[config.mk]
export PLATFORM = sky130hd
export DESIGN_NAME = fcfs_process_scheduler
export DESIGN_NICKNAME = d
export VERILOG_FILES = /design/src/fcfs_pkg.sv /design/src/fcfs_ram.sv /design/src/fcfs_queue.sv /design/src/fcfs_process_scheduler.sv
export VERILOG_INCLUDE_DIRS = /design/src /design/src/src
export SDC_FILE = /design/constraint.sdc
export NUM_CORES = 2
export LEC_CHECK = 0
export BUFFER_PORTS_ARGS = -buffer_cell sky130_fd_sc_hd__buf_4
export CAP_MARGIN = 10
export CORE_MARGIN = 5
export CORE_UTILIZATION = 35
export CTS_BUF_LIST = sky130_fd_sc_hd__clkbuf_8
export CTS_CLUSTER_SIZE = 40
export DETAILED_ROUTE_END_ITERATION = 16
export HOLD_SLACK_MARGIN = 0.02
export PLACE_DENSITY = 0.57
export SLEW_MARGIN = 25
export SYNTH_ARGS = -nofsm -noshare
export SYNTH_HDL_FRONTEND = slang
export SYNTH_HIERARCHICAL = 1
export SYNTH_SLANG_ARGS = --single-unit
[constraint.sdc]
create_clock -name clk -period 28.9 [get_ports clk]
set_input_delay 2.89 -clock clk [delete_from_list [all_inputs] [get_ports clk]]
set_output_delay 2.89 -clock clk [all_outputs]
set_load 0.02 [all_outputs]
[src/fcfs_process_scheduler_defines.svh]
// ----------------------------------------------------------------------------
// FCFS scheduler assertion macros
// Concurrent assertion wrappers; they expand to nothing under SYNTHESIS.
// ----------------------------------------------------------------------------
`ifndef FCFS_PROCESS_SCHEDULER_DEFINES_SVH
`define FCFS_PROCESS_SCHEDULER_DEFINES_SVH
`ifndef SYNTHESIS
`define FCFS_ASSERT(lbl, prop, msg) \
    lbl: assert property (@(posedge clk) disable iff (!rst_n) prop) else $error(msg);
`define FCFS_NEVER(lbl, expr, msg) \
    `FCFS_ASSERT(lbl, !(expr), msg)
`else
`define FCFS_ASSERT(lbl, prop, msg)
`define FCFS_NEVER(lbl, expr, msg)
`endif
`endif

[src/fcfs_pkg.sv]
// ----------------------------------------------------------------------------
// FCFS scheduler package
// Sizes, codes and the task table entry layout shared by the scheduler.
// ----------------------------------------------------------------------------
package fcfs_pkg;

    localparam int TASK_SLOTS = 16;
    localparam int SLOT_W     = $clog2(TASK_SLOTS);
    localparam int CNT_W      = SLOT_W + 1;

    typedef enum logic [1:0] {
        CMD_ADMIT = 2'd0,
        CMD_KILL  = 2'd1,
        CMD_TICK  = 2'd2,
        CMD_NONE  = 2'd3
    } cmd_t;

    typedef enum logic [2:0] {
        PH_FREE  = 3'd0,
        PH_READY = 3'd1,
        PH_RUN   = 3'd2,
        PH_WAIT  = 3'd3,
        PH_DONE  = 3'd4
    } phase_t;

    typedef enum logic [3:0] {
        S_ADMITTED = 4'd0,
        S_DUP      = 4'd1,
        S_FULL     = 4'd2,
        S_KILLED   = 4'd3,
        S_KILL_IGN = 4'd4,
        S_IDLE     = 4'd5,
        S_RAN      = 4'd6,
        S_BLOCKED  = 4'd7,
        S_DONE     = 4'd8
    } status_t;

    typedef struct packed {
        logic [15:0]        id;
        logic [15:0]        burst;
        logic [15:0]        left;
        logic signed [16:0] io_at;
        logic [15:0]        io_len;
        logic [15:0]        io_left;
        logic [16:0]        done;
        phase_t             phase;
    } slot_t;

    localparam int SLOT_BITS = $bits(slot_t);

    typedef struct packed {
        logic              push;
        logic              pop;
        logic              drop;
        logic [SLOT_W-1:0] push_val;
        logic [SLOT_W-1:0] drop_val;
    } q_ctl_t;

endpackage

[src/fcfs_ram.sv]
// ----------------------------------------------------------------------------
// Generic RAM
// One write port, one read port with registered read data.
// ----------------------------------------------------------------------------
module fcfs_ram #(
    parameter int WIDTH = 8,
    parameter int DEPTH = 16
) (
    input  logic                     clk,
    input  logic                     we,
    input  logic [$clog2(DEPTH)-1:0] waddr,
    input  logic [WIDTH-1:0]         wdata,
    input  logic [$clog2(DEPTH)-1:0] raddr,
    output logic [WIDTH-1:0]         rdata
);

    logic [WIDTH-1:0] mem [DEPTH];

    always_ff @(posedge clk)
    begin
        if (we)
        begin
            mem[waddr] <= wdata;
        end
        rdata <= mem[raddr];
    end

endmodule

[src/fcfs_queue.sv]
// ----------------------------------------------------------------------------
// FCFS slot queue
// Ordered list of slot numbers: append at the tail, pop the head, or remove
// one matching entry and close the gap.
// ----------------------------------------------------------------------------
module fcfs_queue (
    input  logic                       clk,
    input  logic                       rst_n,
    input  fcfs_pkg::q_ctl_t           ctl,
    output logic [fcfs_pkg::SLOT_W-1:0] head,
    output logic [fcfs_pkg::CNT_W-1:0]  count
);
    import fcfs_pkg::*;

    logic [SLOT_W-1:0] q_reg [TASK_SLOTS];
    logic [SLOT_W-1:0] q_next [TASK_SLOTS];
    logic [CNT_W-1:0]  cnt_reg;
    logic [CNT_W-1:0]  cnt_next;
    logic [CNT_W-1:0]  cnt_rem;
    logic              hit;
    logic              rem;
    logic [SLOT_W-1:0] pos;
    logic [SLOT_W-1:0] rpos;

    always_comb
    begin
        hit = 1'b0;
        pos = '0;
        for (int j = 0; j < TASK_SLOTS; j++)
        begin
            if (!hit && CNT_W'(j) < cnt_reg && q_reg[j] == ctl.drop_val)
            begin
                hit = 1'b1;
                pos = SLOT_W'(j);
            end
        end
        rem  = ctl.pop | (ctl.drop & hit);
        rpos = ctl.pop ? '0 : pos;
        q_next = q_reg;
        // close the gap behind the removed entry
        for (int j = 0; j < TASK_SLOTS - 1; j++)
        begin
            if (rem && SLOT_W'(j) >= rpos)
            begin
                q_next[j] = q_reg[j+1];
            end
        end
        cnt_rem = cnt_reg - CNT_W'(rem);
        if (ctl.push)
        begin
            q_next[cnt_rem[SLOT_W-1:0]] = ctl.push_val;
        end
        cnt_next = cnt_rem + CNT_W'(ctl.push);
    end

    always_ff @(posedge clk)
    begin
        q_reg <= q_next;
    end

    always_ff @(posedge clk or negedge rst_n)
    begin
        if (!rst_n)
        begin
            cnt_reg <= '0;
        end
        else
        begin
            cnt_reg <= cnt_next;
        end
    end

    assign head  = q_reg[0];
    assign count = cnt_reg;

endmodule

[src/fcfs_process_scheduler.sv]
// ----------------------------------------------------------------------------
// FCFS process scheduler
// First-come-first-served task scheduler with I/O blocking and a bounded
// task table held in a synchronous RAM.
// ----------------------------------------------------------------------------
// One command transfer in, one result transfer out (cmd 3 is dropped with no
// result). The task table lives in one RAM with a registered read, so every
// table access is a read state and a check/write-back state. An admit or kill
// searches the occupied slots for the id. A tick walks the I/O wait list once
// and then updates the running task. The input is accepted only while the
// sequencer is idle; a finished result sits in the output register, so the
// next command may be taken while it waits for the sink. No clearing pass is
// needed after reset.
// ----------------------------------------------------------------------------
`include "fcfs_process_scheduler_defines.svh"

module fcfs_process_scheduler (
    input  logic         clk,
    input  logic         rst_n,
    input  logic         s_axis_tvalid,
    output logic         s_axis_tready,
    // task_id[15:0], burst_len[31:16], io_point[48:32], io_length[64:49], zero pad
    input  logic [71:0]  s_axis_tdata,
    // cmd[1:0]
    input  logic [1:0]   s_axis_tuser,
    output logic         m_axis_tvalid,
    input  logic         m_axis_tready,
    // result_id[15:0], event_time[47:16], turnaround[79:48], waiting_time[111:80]
    output logic [111:0] m_axis_tdata,
    // status[3:0]
    output logic [3:0]   m_axis_tuser
);
    import fcfs_pkg::*;

    typedef enum logic [3:0] {
        IDLE, SCAN_RD, SCAN_CHK, DECIDE, TICK_DISP,
        IO_RD, IO_CHK, CPU_RD, CPU_CHK, FINISH
    } state_t;

    state_t             st_reg;
    cmd_t               cmd_reg;
    logic [15:0]        id_reg;
    logic [15:0]        burst_reg;
    logic signed [16:0] io_at_reg;
    logic [15:0]        io_len_reg;
    logic [31:0]        time_reg;
    logic [CNT_W-1:0]   used_reg;
    logic               cpu_busy_reg;
    logic [SLOT_W-1:0]  cpu_slot_reg;
    logic [CNT_W-1:0]   idx_reg;
    logic               found_reg;
    logic [SLOT_W-1:0]  f_reg;
    slot_t              word_reg;
    logic [CNT_W-1:0]   io_cnt_reg;
    status_t            res_status_reg;
    logic [15:0]        res_id_reg;
    logic [31:0]        res_ev_reg;
    logic [31:0]        res_tat_reg;
    logic [31:0]        res_wt_reg;
    logic               out_valid_reg;
    logic [111:0]       out_data_reg;
    logic [3:0]         out_user_reg;

    // table RAM
    logic               ram_we;
    logic [SLOT_W-1:0]  ram_waddr;
    slot_t              ram_wdata;
    logic [SLOT_W-1:0]  ram_raddr;
    logic [SLOT_BITS-1:0] ram_rbits;
    slot_t              rd;

    // queues
    q_ctl_t             rq_ctl;
    q_ctl_t             bq_ctl;
    logic [SLOT_W-1:0]  rq_head;
    logic [SLOT_W-1:0]  bq_head;
    logic [CNT_W-1:0]   rq_cnt;
    logic [CNT_W-1:0]   bq_cnt;

    // derived updates of the word just read
    slot_t              io_word;
    logic               io_zero;
    slot_t              cpu_word;
    logic               cpu_block;
    logic               cpu_done;
    slot_t              new_word;
    logic               in_xfer;
    logic               kill_cpu;
    logic               table_full;

    assign rd      = slot_t'(ram_rbits);
    assign in_xfer = s_axis_tvalid && s_axis_tready;
    assign s_axis_tready = (st_reg == IDLE);
    assign kill_cpu   = cpu_busy_reg && (cpu_slot_reg == f_reg);
    assign table_full = (used_reg == CNT_W'(TASK_SLOTS));

    fcfs_ram #(
        .WIDTH (SLOT_BITS),
        .DEPTH (TASK_SLOTS)
    ) u_table (
        .clk   (clk),
        .we    (ram_we),
        .waddr (ram_waddr),
        .wdata (ram_wdata),
        .raddr (ram_raddr),
        .rdata (ram_rbits)
    );

    fcfs_queue u_ready (
        .clk   (clk),
        .rst_n (rst_n),
        .ctl   (rq_ctl),
        .head  (rq_head),
        .count (rq_cnt)
    );

    fcfs_queue u_blocked (
        .clk   (clk),
        .rst_n (rst_n),
        .ctl   (bq_ctl),
        .head  (bq_head),
        .count (bq_cnt)
    );

    // I/O countdown of a waiting task, the one-unit run of the CPU task and a new task's entry
    always_comb
    begin
        io_word = rd;
        if (rd.io_left != 16'd0)
        begin
            io_word.io_left = rd.io_left - 16'd1;
        end
        io_zero = (io_word.io_left == 16'd0);
        if (io_zero)
        begin
            io_word.phase = PH_READY;
        end

        cpu_word       = rd;
        cpu_word.phase = PH_RUN;
        cpu_word.done  = rd.done + 17'd1;
        if (rd.left != 16'd0)
        begin
            cpu_word.left = rd.left - 16'd1;
        end
        cpu_block = (cpu_word.left != 16'd0) && !rd.io_at[16]
                    && (cpu_word.done == rd.io_at) && (rd.io_len != 16'd0);
        cpu_done  = !cpu_block && (cpu_word.left == 16'd0);
        if (cpu_block)
        begin
            cpu_word.io_left = rd.io_len;
            cpu_word.phase   = PH_WAIT;
        end
        else if (cpu_done)
        begin
            cpu_word.phase = PH_DONE;
        end

        new_word.id      = id_reg;
        new_word.burst   = burst_reg;
        new_word.left    = burst_reg;
        new_word.io_at   = io_at_reg;
        new_word.io_len  = io_len_reg;
        new_word.io_left = 16'd0;
        new_word.done    = 17'd0;
        new_word.phase   = PH_READY;
    end

    // RAM and queue control, decoded from the sequencer state
    always_comb
    begin
        ram_we    = 1'b0;
        ram_waddr = f_reg;
        ram_wdata = word_reg;
        ram_raddr = idx_reg[SLOT_W-1:0];
        rq_ctl    = '0;
        bq_ctl    = '0;
        unique case (st_reg)
            IDLE, SCAN_RD, SCAN_CHK, FINISH:
            begin
                ram_raddr = idx_reg[SLOT_W-1:0];
            end
            DECIDE:
            begin
                ram_wdata.phase = PH_DONE;
                if (cmd_reg == CMD_ADMIT)
                begin
                    if (!found_reg && !table_full)
                    begin
                        ram_we          = 1'b1;
                        ram_waddr       = used_reg[SLOT_W-1:0];
                        ram_wdata       = new_word;
                        rq_ctl.push     = 1'b1;
                        rq_ctl.push_val = used_reg[SLOT_W-1:0];
                    end
                end
                else if (found_reg)
                begin
                    // kill: running, ready or waiting task ends
                    if (kill_cpu)
                    begin
                        ram_we = 1'b1;
                    end
                    else if (word_reg.phase == PH_READY)
                    begin
                        ram_we          = 1'b1;
                        rq_ctl.drop     = 1'b1;
                        rq_ctl.drop_val = f_reg;
                    end
                    else if (word_reg.phase == PH_WAIT)
                    begin
                        ram_we          = 1'b1;
                        bq_ctl.drop     = 1'b1;
                        bq_ctl.drop_val = f_reg;
                    end
                end
            end
            TICK_DISP:
            begin
                rq_ctl.pop = !cpu_busy_reg && (rq_cnt != '0);
            end
            IO_RD:
            begin
                ram_raddr = bq_head;
            end
            IO_CHK:
            begin
                // rotate the wait list: finished I/O goes to ready, the rest to the tail
                ram_we     = 1'b1;
                ram_waddr  = bq_head;
                ram_wdata  = io_word;
                bq_ctl.pop = 1'b1;
                if (io_zero)
                begin
                    rq_ctl.push     = 1'b1;
                    rq_ctl.push_val = bq_head;
                end
                else
                begin
                    bq_ctl.push     = 1'b1;
                    bq_ctl.push_val = bq_head;
                end
            end
            CPU_RD:
            begin
                ram_raddr = cpu_slot_reg;
            end
            CPU_CHK:
            begin
                ram_we          = 1'b1;
                ram_waddr       = cpu_slot_reg;
                ram_wdata       = cpu_word;
                bq_ctl.push     = cpu_block;
                bq_ctl.push_val = cpu_slot_reg;
            end
        endcase
    end

    // sequencer, scheduler registers and output register
    always_ff @(posedge clk or negedge rst_n)
    begin
        if (!rst_n)
        begin
            st_reg         <= IDLE;
            cmd_reg        <= CMD_NONE;
            time_reg       <= '0;
            used_reg       <= '0;
            cpu_busy_reg   <= 1'b0;
            cpu_slot_reg   <= '0;
            idx_reg        <= '0;
            found_reg      <= 1'b0;
            io_cnt_reg     <= '0;
            out_valid_reg  <= 1'b0;
            res_status_reg <= S_IDLE;
        end
        else
        begin
            // load a finished result when the output register is free
            if (st_reg == FINISH && (!out_valid_reg || m_axis_tready))
            begin
                out_valid_reg <= 1'b1;
            end
            else if (m_axis_tready)
            begin
                out_valid_reg <= 1'b0;
            end
            unique case (st_reg)
                IDLE:
                begin
                    if (in_xfer)
                    begin
                        cmd_reg     <= cmd_t'(s_axis_tuser);
                        id_reg      <= s_axis_tdata[15:0];
                        burst_reg   <= s_axis_tdata[31:16];
                        io_at_reg   <= s_axis_tdata[48:32];
                        io_len_reg  <= s_axis_tdata[64:49];
                        res_id_reg  <= (cmd_t'(s_axis_tuser) == CMD_TICK) ? 16'd0
                                                                          : s_axis_tdata[15:0];
                        res_ev_reg  <= time_reg;
                        res_tat_reg <= '0;
                        res_wt_reg  <= '0;
                        idx_reg     <= '0;
                        found_reg   <= 1'b0;
                        unique case (cmd_t'(s_axis_tuser))
                            CMD_ADMIT, CMD_KILL:
                            begin
                                st_reg <= SCAN_RD;
                            end
                            CMD_TICK:
                            begin
                                time_reg   <= time_reg + 32'd1;
                                st_reg     <= TICK_DISP;
                            end
                            CMD_NONE:
                            begin
                                st_reg <= IDLE;
                            end
                        endcase
                    end
                end
                SCAN_RD:
                begin
                    st_reg <= (idx_reg == used_reg) ? DECIDE : SCAN_CHK;
                end
                SCAN_CHK:
                begin
                    if (rd.id == id_reg)
                    begin
                        found_reg <= 1'b1;
                        f_reg     <= idx_reg[SLOT_W-1:0];
                        word_reg  <= rd;
                        st_reg    <= DECIDE;
                    end
                    else
                    begin
                        idx_reg <= idx_reg + CNT_W'(1);
                        st_reg  <= SCAN_RD;
                    end
                end
                DECIDE:
                begin
                    if (cmd_reg == CMD_ADMIT)
                    begin
                        if (found_reg)
                        begin
                            res_status_reg <= S_DUP;
                        end
                        else if (table_full)
                        begin
                            res_status_reg <= S_FULL;
                        end
                        else
                        begin
                            res_status_reg <= S_ADMITTED;
                            used_reg       <= used_reg + CNT_W'(1);
                        end
                    end
                    else
                    begin
                        if (found_reg && (kill_cpu || word_reg.phase == PH_READY ||
                                          word_reg.phase == PH_WAIT))
                        begin
                            res_status_reg <= S_KILLED;
                        end
                        else
                        begin
                            res_status_reg <= S_KILL_IGN;
                        end
                        if (found_reg && kill_cpu)
                        begin
                            cpu_busy_reg <= 1'b0;
                        end
                    end
                    st_reg <= FINISH;
                end
                TICK_DISP:
                begin
                    // dispatch the ready head onto an idle CPU
                    if (!cpu_busy_reg && rq_cnt != '0)
                    begin
                        cpu_slot_reg <= rq_head;
                        cpu_busy_reg <= 1'b1;
                    end
                    io_cnt_reg <= bq_cnt;
                    st_reg     <= IO_RD;
                end
                IO_RD:
                begin
                    st_reg <= (io_cnt_reg == '0) ? CPU_RD : IO_CHK;
                end
                IO_CHK:
                begin
                    io_cnt_reg <= io_cnt_reg - CNT_W'(1);
                    st_reg     <= IO_RD;
                end
                CPU_RD:
                begin
                    if (cpu_busy_reg)
                    begin
                        st_reg <= CPU_CHK;
                    end
                    else
                    begin
                        res_status_reg <= S_IDLE;
                        st_reg         <= FINISH;
                    end
                end
                CPU_CHK:
                begin
                    res_id_reg <= rd.id;
                    if (cpu_block)
                    begin
                        cpu_busy_reg   <= 1'b0;
                        res_status_reg <= S_BLOCKED;
                    end
                    else if (cpu_done)
                    begin
                        cpu_busy_reg   <= 1'b0;
                        res_status_reg <= S_DONE;
                        res_ev_reg     <= res_ev_reg + 32'd1;
                        res_tat_reg    <= res_ev_reg + 32'd1;
                        res_wt_reg     <= res_ev_reg + 32'd1 - {16'd0, rd.burst};
                    end
                    else
                    begin
                        res_status_reg <= S_RAN;
                    end
                    st_reg <= FINISH;
                end
                FINISH:
                begin
                    // hold until the output register is free
                    if (!out_valid_reg || m_axis_tready)
                    begin
                        out_user_reg  <= res_status_reg;
                        out_data_reg  <= {res_wt_reg, res_tat_reg, res_ev_reg, res_id_reg};
                        st_reg        <= IDLE;
                    end
                end
            endcase
        end
    end

    assign m_axis_tvalid = out_valid_reg;
    assign m_axis_tdata  = out_data_reg;
    assign m_axis_tuser  = out_user_reg;

    `FCFS_NEVER(a_queues_fit, (CNT_W+1)'(rq_cnt) + (CNT_W+1)'(bq_cnt) > (CNT_W+1)'(used_reg), "queues exceed table")
    `FCFS_NEVER(a_cpu_slot, cpu_busy_reg && (CNT_W'(cpu_slot_reg) >= used_reg), "CPU slot not occupied")
    `FCFS_ASSERT(a_idle_hold, (st_reg == IDLE && !s_axis_tvalid) |=> (st_reg == IDLE), "left idle with no command")

endmodule
# == Word level (Yosys, flattened, before mapping) ==
# Memories as Yosys holds them, arrays and structs flattened. A register that Yosys moved wholly into a read port is not among the register bits.
# Cells that the tools add are included.
# totals
output_inout_bits,118
mem_bits_rw,1872
register_bits,616
memories,1
elab_cells,594
# op_classes
muxes,201
n_eq_ne,62
addsub,13
n_reduce_logical,179
order_cmp,66
bitwise,8
# mem_list
name,depth,word_bits,rd,rd_ports_with_merged_regs,wr,line,rtl
u_table.mem,16,117,1,1,1,fcfs_ram.sv:17,logic [WIDTH-1:0] mem [DEPTH];
# op_table
operator,n
$pmux W117 S3,1
$mux W4,73
$mux W117,2
$mux W32,6
$pmux W32 S2,3
$eq A4 B4 Y1,33
$bwmux W64,2
$mux W64,2
$logic_and A1 B1 Y1,105
$lt A4 B5 Y1 const A,16
$mux W16,5
$mux W1,69
$add A32 B1 Y32 const B,2
$reduce_bool A16 Y1,4
$ge A4 B4 Y1 const A,14
$lt A3 B5 Y1 const A,8
$logic_not A1 Y1,36
$mux W3,12
$pmux W4 S3,3
$demux W4 S4,2
$ge A3 B4 Y1 const A,8
$logic_not A16 Y1,2
$pmux W16 S2,1
$pmux W4 S8,1
other kinds (50),119

# == Depth between registers and ports, before layout ==
# depth
depth_word,80
depth_mapped,24
depth_no_buf,21

# == Modules after synthesis ==
# Netlist, hierarchy kept.
# modules_own_cells
mod,cells_each,instances,seq_area_each_um2,area_each_um2
fcfs_ram,2990,1,58556.2,72203.0
fcfs_process_scheduler,1911,1,14038.5,22830.6
fcfs_queue at u_ready,497,1,1446.4,4529.3
fcfs_queue at u_blocked,499,1,1446.4,4468.0

# == Least setup slack after synthesis ==
# Ideal clock, no wire load.
# synth_timing
kind,input-to-reg
start,input port m_axis_tready
end,register out_data_reg[0] (netlist: m_axis_tdata[0]) (enable)
setup_slack_ns,17.258
t_required_ns,28.167
cell_stages,3
setup_time_ns,0.733
t_arrival_ns,10.910
path_cell_list,nand2b_1 > nand2_1 > nor3_1
# synth_via
elab_chain_cells,2
# synth_lines
item,line,rtl
"start, declared",fcfs_process_scheduler.sv:27,"input logic m_axis_tready,"
$logic_or A1 B1 Y1,fcfs_process_scheduler.sv:433,if (!out_valid_reg || m_axis_tready)
$reduce_and A3 Y1 (no source line),n/a,
"end signal, assigned",fcfs_process_scheduler.sv:436,"out_data_reg <= {res_wt_reg, res_tat_reg, res_ev_reg, res_id_reg};"
"end, declared",fcfs_process_scheduler.sv:61,logic [111:0] out_data_reg;
# No other way between the ends.
# A chain may end at the register's enable or synchronous reset.

# == Worst setup path in the final report ==
# layout_timing
start,register st_reg[1]
end,memory u_table/mem[5][58] (netlist name) (enable)
# layout_rtl
item,line,rtl
"start, declared",fcfs_process_scheduler.sv:40,state_t st_reg;
"start signal, assigned",fcfs_process_scheduler.sv:323,st_reg <= (idx_reg == used_reg) ? DECIDE : SCAN_CHK;
"start signal, assigned",fcfs_process_scheduler.sv:389,st_reg <= (io_cnt_reg == '0) ? CPU_RD : IO_CHK;
$eq A4 B4 Y1 (tied with other cells),fcfs_process_scheduler.sv:178,unique case (st_reg)
$pmux W4 S3 *,fcfs_process_scheduler.sv:178,
named net ram_waddr[0],fcfs_process_scheduler.sv:66,logic [SLOT_W-1:0] ram_waddr;
"end, declared",fcfs_ram.sv:17,
# The timed path passes the listed nets; every way through them passes the cells marked *.

==> results.py <==
metrics = {
    "setup_path": {
        "cp-end-kind": "register",
        "critPathLaunchType": "register",
        "crit_arrival_ns": 7.90,
        "worst_r2r_path_depth": 12,
        "crit_type": "reg2reg",
        "worst_path_largest_cell_delay_ns": 1.00,
        "crit_path_max_fanout": 40,
        "critPathRequiredTime_ns": 29.46,
        "rrSetupSlack_ns": 21.56,
        "timing.rr.start": "st_reg[1]",
        "crit_top_cell": "buf_4",
        "cp_slowest_cell": "dfrtp_1",
        "r2r_end": "u_table/mem[5][58]",
        "path_cells": "nor2b_1 -> nand2_1 -> buf_4 -> inv_2 -> buf_4 -> nand2_1 -> nand4_1 -> nand2b_1 -> nor2_4 -> buf_4 -> buf_4 -> buf_4",
    },
    "pwr": {
        "p_leak_nw": 39.5,
        "clock_power_share_pct": 26.9,
        "combPwrFrac_pct": 26.8,
        "p_seq_share_pct": 46.3,
        "powerDensity_mw_per_mm2": 93.3,
        "p_sw_mw": 3.54,
        "vdd_drop_max_mv": 0.111,
        "p_sw_share_pct": 32.2,
        "p_int_mw": 7.46,
    },
    "clock_network": {
        "htreeDepth": 5,
        "clock_latency_ns": 1.01,
        "ctsLongestPathBuffers": 4,
        "ctsHoldBuffers": 0,
        "post_cts_buffers": 0,
        "cts.clk_slew.worst_paths_ns": 0.07,
        "cts_sinks": 2605,
        "cts_root_buffer": "clkbuf_8",
        "cts_tree": "done",
        "ctsResizeCount": 0,
        "cts_made_buffers": 408,
    },
    "sta": {
        "slew_violations": 0,
        "setup_viol": 0,
        "finalCritPeriodShare_pct": 25.4,
        "rsz0062_at_grt": "no",
        "skew_ns": 0.103,
        "hold_viol": 0,
        "tns_ns": 0,
        "period_needed_ns": 7.34,
        "max_freq_mhz": 136,
        "tightest_slew_ns": 1.06,
        "slew_headroom_pct": 29.4,
    },
    "logic_synthesis": {
        "synth_top_family_by_area": "multiplexers",
        "synth_xor_area_share_pct": 2.43,
        "synthAdderAreaFrac_pct": 0.428,
        "synthMuxAreaShare_pct": 11.5,
        "synthTopCellsByArea": "edfxtp_1, mux4_2, dfxtp_1, a22oi_1, nand2_1",
        "async_flop_share_pct": 2.84,
        "synthFlopType": "edfxtp_1",
        "ys_seq_elements": 2605,
        "synth_compound_area_share_pct": 5.70,
        "synth_nets": 6010,
        "yosysWarningCount": 6,
        "synth.avg_cell_area_um2": 17.6,
        "synth-edff-count": 2294,
        "synth.distinct_cells": 125,
        "synthesis.instances": 5897,
        "synth.top_cell.area_share_pct": 66.2,
        "yosysTopAreaCell": "edfxtp_1",
        "ys_seq_area_share_pct": 72.6,
        "yosys.area_share.simple_pct": 5.60,
        "syn-cell-area_mm2": 0.104,
    },
    "floorplanning": {
        "die_y_um": 555,
        "ios": 196,
        "die_x_um": 555,
        "initial_core_util_pct": 35.1,
        "core_mm2": 0.297,
        "die_area_mm2": 0.308,
        "rows": 200,
    },
    "global_route": {
        "grt_pass1_vias": 58200,
        "grt_overflow": 0,
        "grt_max_degree": 136,
        "antenna_found_initial": 12,
        "grt_pass1_wl_mm": 387,
        "groute.usage.overall_pct": 16.7,
    },
    "place": {
        "port_buffers": 188,
        "place_congestion": 0.849,
        "dpl-instance-area_mm2": 0.110,
        "hpwlAfterDp_mm": 135,
    },
    "routing": {
        "firstDrtPassIters": 6,
        "routedWlPerCell_um": 24.8,
        "drc": 0,
        "num_vias": 56300,
        "drt_iter0_markers": 5924,
        "wirelength_mm": 263,
        "viasPerCell": 5.31,
        "ant_nets": 0,
    },
    "final_layout": {
        "seqCellArea_mm2": 0.0755,
        "layout.nets": 6426,
        "drive_above_1_share_pct": 21.6,
        "fillers": 26900,
        "syn2layout_area_growth_pct": 13.4,
        "largest_register_ffs": 1872,
        "stdcell_area_mm2": 0.118,
        "multiInputGateArea_mm2": 0.0270,
    },
    "hold_path": {
        "hp-start": "res_wt_reg[3]",
        "min_to": "m_axis_tdata[83]",
        "min_path_type": "reg2reg",
        "hold_depth": 0,
    },
    "flow_run": {
        "drv_cap": 0,
    },
    "status": {
        "status": "finished clean",
    },
}
## worst max path at each step
| stage | from | to | slack, ns | cells past startpoint |
|---|---|---|---|---|
| 2_1_floorplan | m_axis_tready | m_axis_tdata[0] | 17.26 | 3 |
| 3_3_place_gp | st_reg[1] | u_table/mem[5][112] | 21.79 | 12 |
| 3_5_place_dp | st_reg[1] | u_ready/q_reg[23] | 21.71 | 19 |
| 4_1_cts | st_reg[1] | u_ready/q_reg[20] | 21.70 | 19 |
| 5_1_grt | st_reg[1] | u_ready/q_reg[20] | 21.15 | 19 |
| 6_report | st_reg[1] | u_table/mem[5][58] | 21.56 | 12 |
## per-stage QoR
stage               hold slack [ns]  utilization (%)  worst slack, ns  power, mW  cells
floorplan                     0.400                -            17.26       7.26   5897
global placement              0.405             37.1            21.79       8.07   9839
detailed placement            0.405             37.1            21.71       8.13   9842
CTS                           0.408             39.8            21.70       11.1  10600
global route                  0.420             39.8            21.15       11.6  10600
finish                        0.408             39.8            21.56       11.0  10600
## cells in the mapped netlist, drive strengths merged, types with 16 or more instances
cell and n:
a21o 39, a21oi 132, a221o 28, a222oi 18, a22oi 292, a31oi 16, and2 37, and3 28
buf 154, clkbuf 132, dfrtp 70, dfxtp 237, edfxtp 2294, ha 34, inv 61, mux2i 134
mux4 468, nand2 479, nand3 88, nand4 59, nor2 275, nor2b 27, nor3 57, nor4 50
o21ai 142, or3 29, xnor2 152, xor2 134
## placed cells by master (no fill, tap or decap), types with 33 or more instances in the layout
cell type / count
and2_1: 33
clkbuf_8: 460
mux4_2: 468
a21o_1: 39
clkinv_1: 63
nor2_1: 260
nand2_1: 477
mux2i_1: 134
dfxtp_1: 237
buf_4: 268
ha_1: 34
a21oi_1: 126
dfrtp_1: 70
nand4_1: 55
xnor2_1: 152
clkinv_2: 41
inv_1: 217
a22oi_1: 291
nor3_1: 47
nor4_1: 36
xor2_1: 131
edfxtp_1: 2294
o21ai_0: 99
nand3_1: 87
## layout make-up
class / instances / area share, %
well taps: 3939 / 4.18
clock buffers: 460 / 5.37
clock inverters: 290 / 1.26
multi-input cells: 2941 / 22.9
diodes: 5 / 0.0106
inverters: 61 / 0.194
repair buffers: 296 / 2.14
flip-flops and latches: 2605 / 64.0
## kinds of logic after synthesis
group	count (synthesis)
flops	2605
simple gates	1202
compound gates	808
mux	610
buf+inv	351
xor+xnor	286
fa+ha+maj	35
## routing by layer
layer  routed length [µm]  global-route usage (%)  vias to the layer above
met5                   20                       0                        -
met4                 6450                    4.72                        4
met3                18400                    3.37                      444
met2               126000                    27.1                     2035
met1               112000                    22.8                    29400
li1                     -                       -                    24400
## power groups by stage
stage | sequential (mW) | clock (mW) | combinational [mW]
global route | 5.13 | 3.22 | 3.21
global placement | 5.16 | 0 | 2.91
floorplan | 5.02 | 0 | 2.24
CTS | 5.10 | 3.04 | 2.97
detailed placement | 5.17 | 0 | 2.96
finish | 5.10 | 2.96 | 2.95
## worst max-delay path: cells and delay by family (launching register included)
family	cells	cell delay (ns)
buffers and inverters	6	3.73
and+or+nand+nor	6	2.05
DFF	1	1.00
No activity file was read; power rests on OpenSTA's default activity.
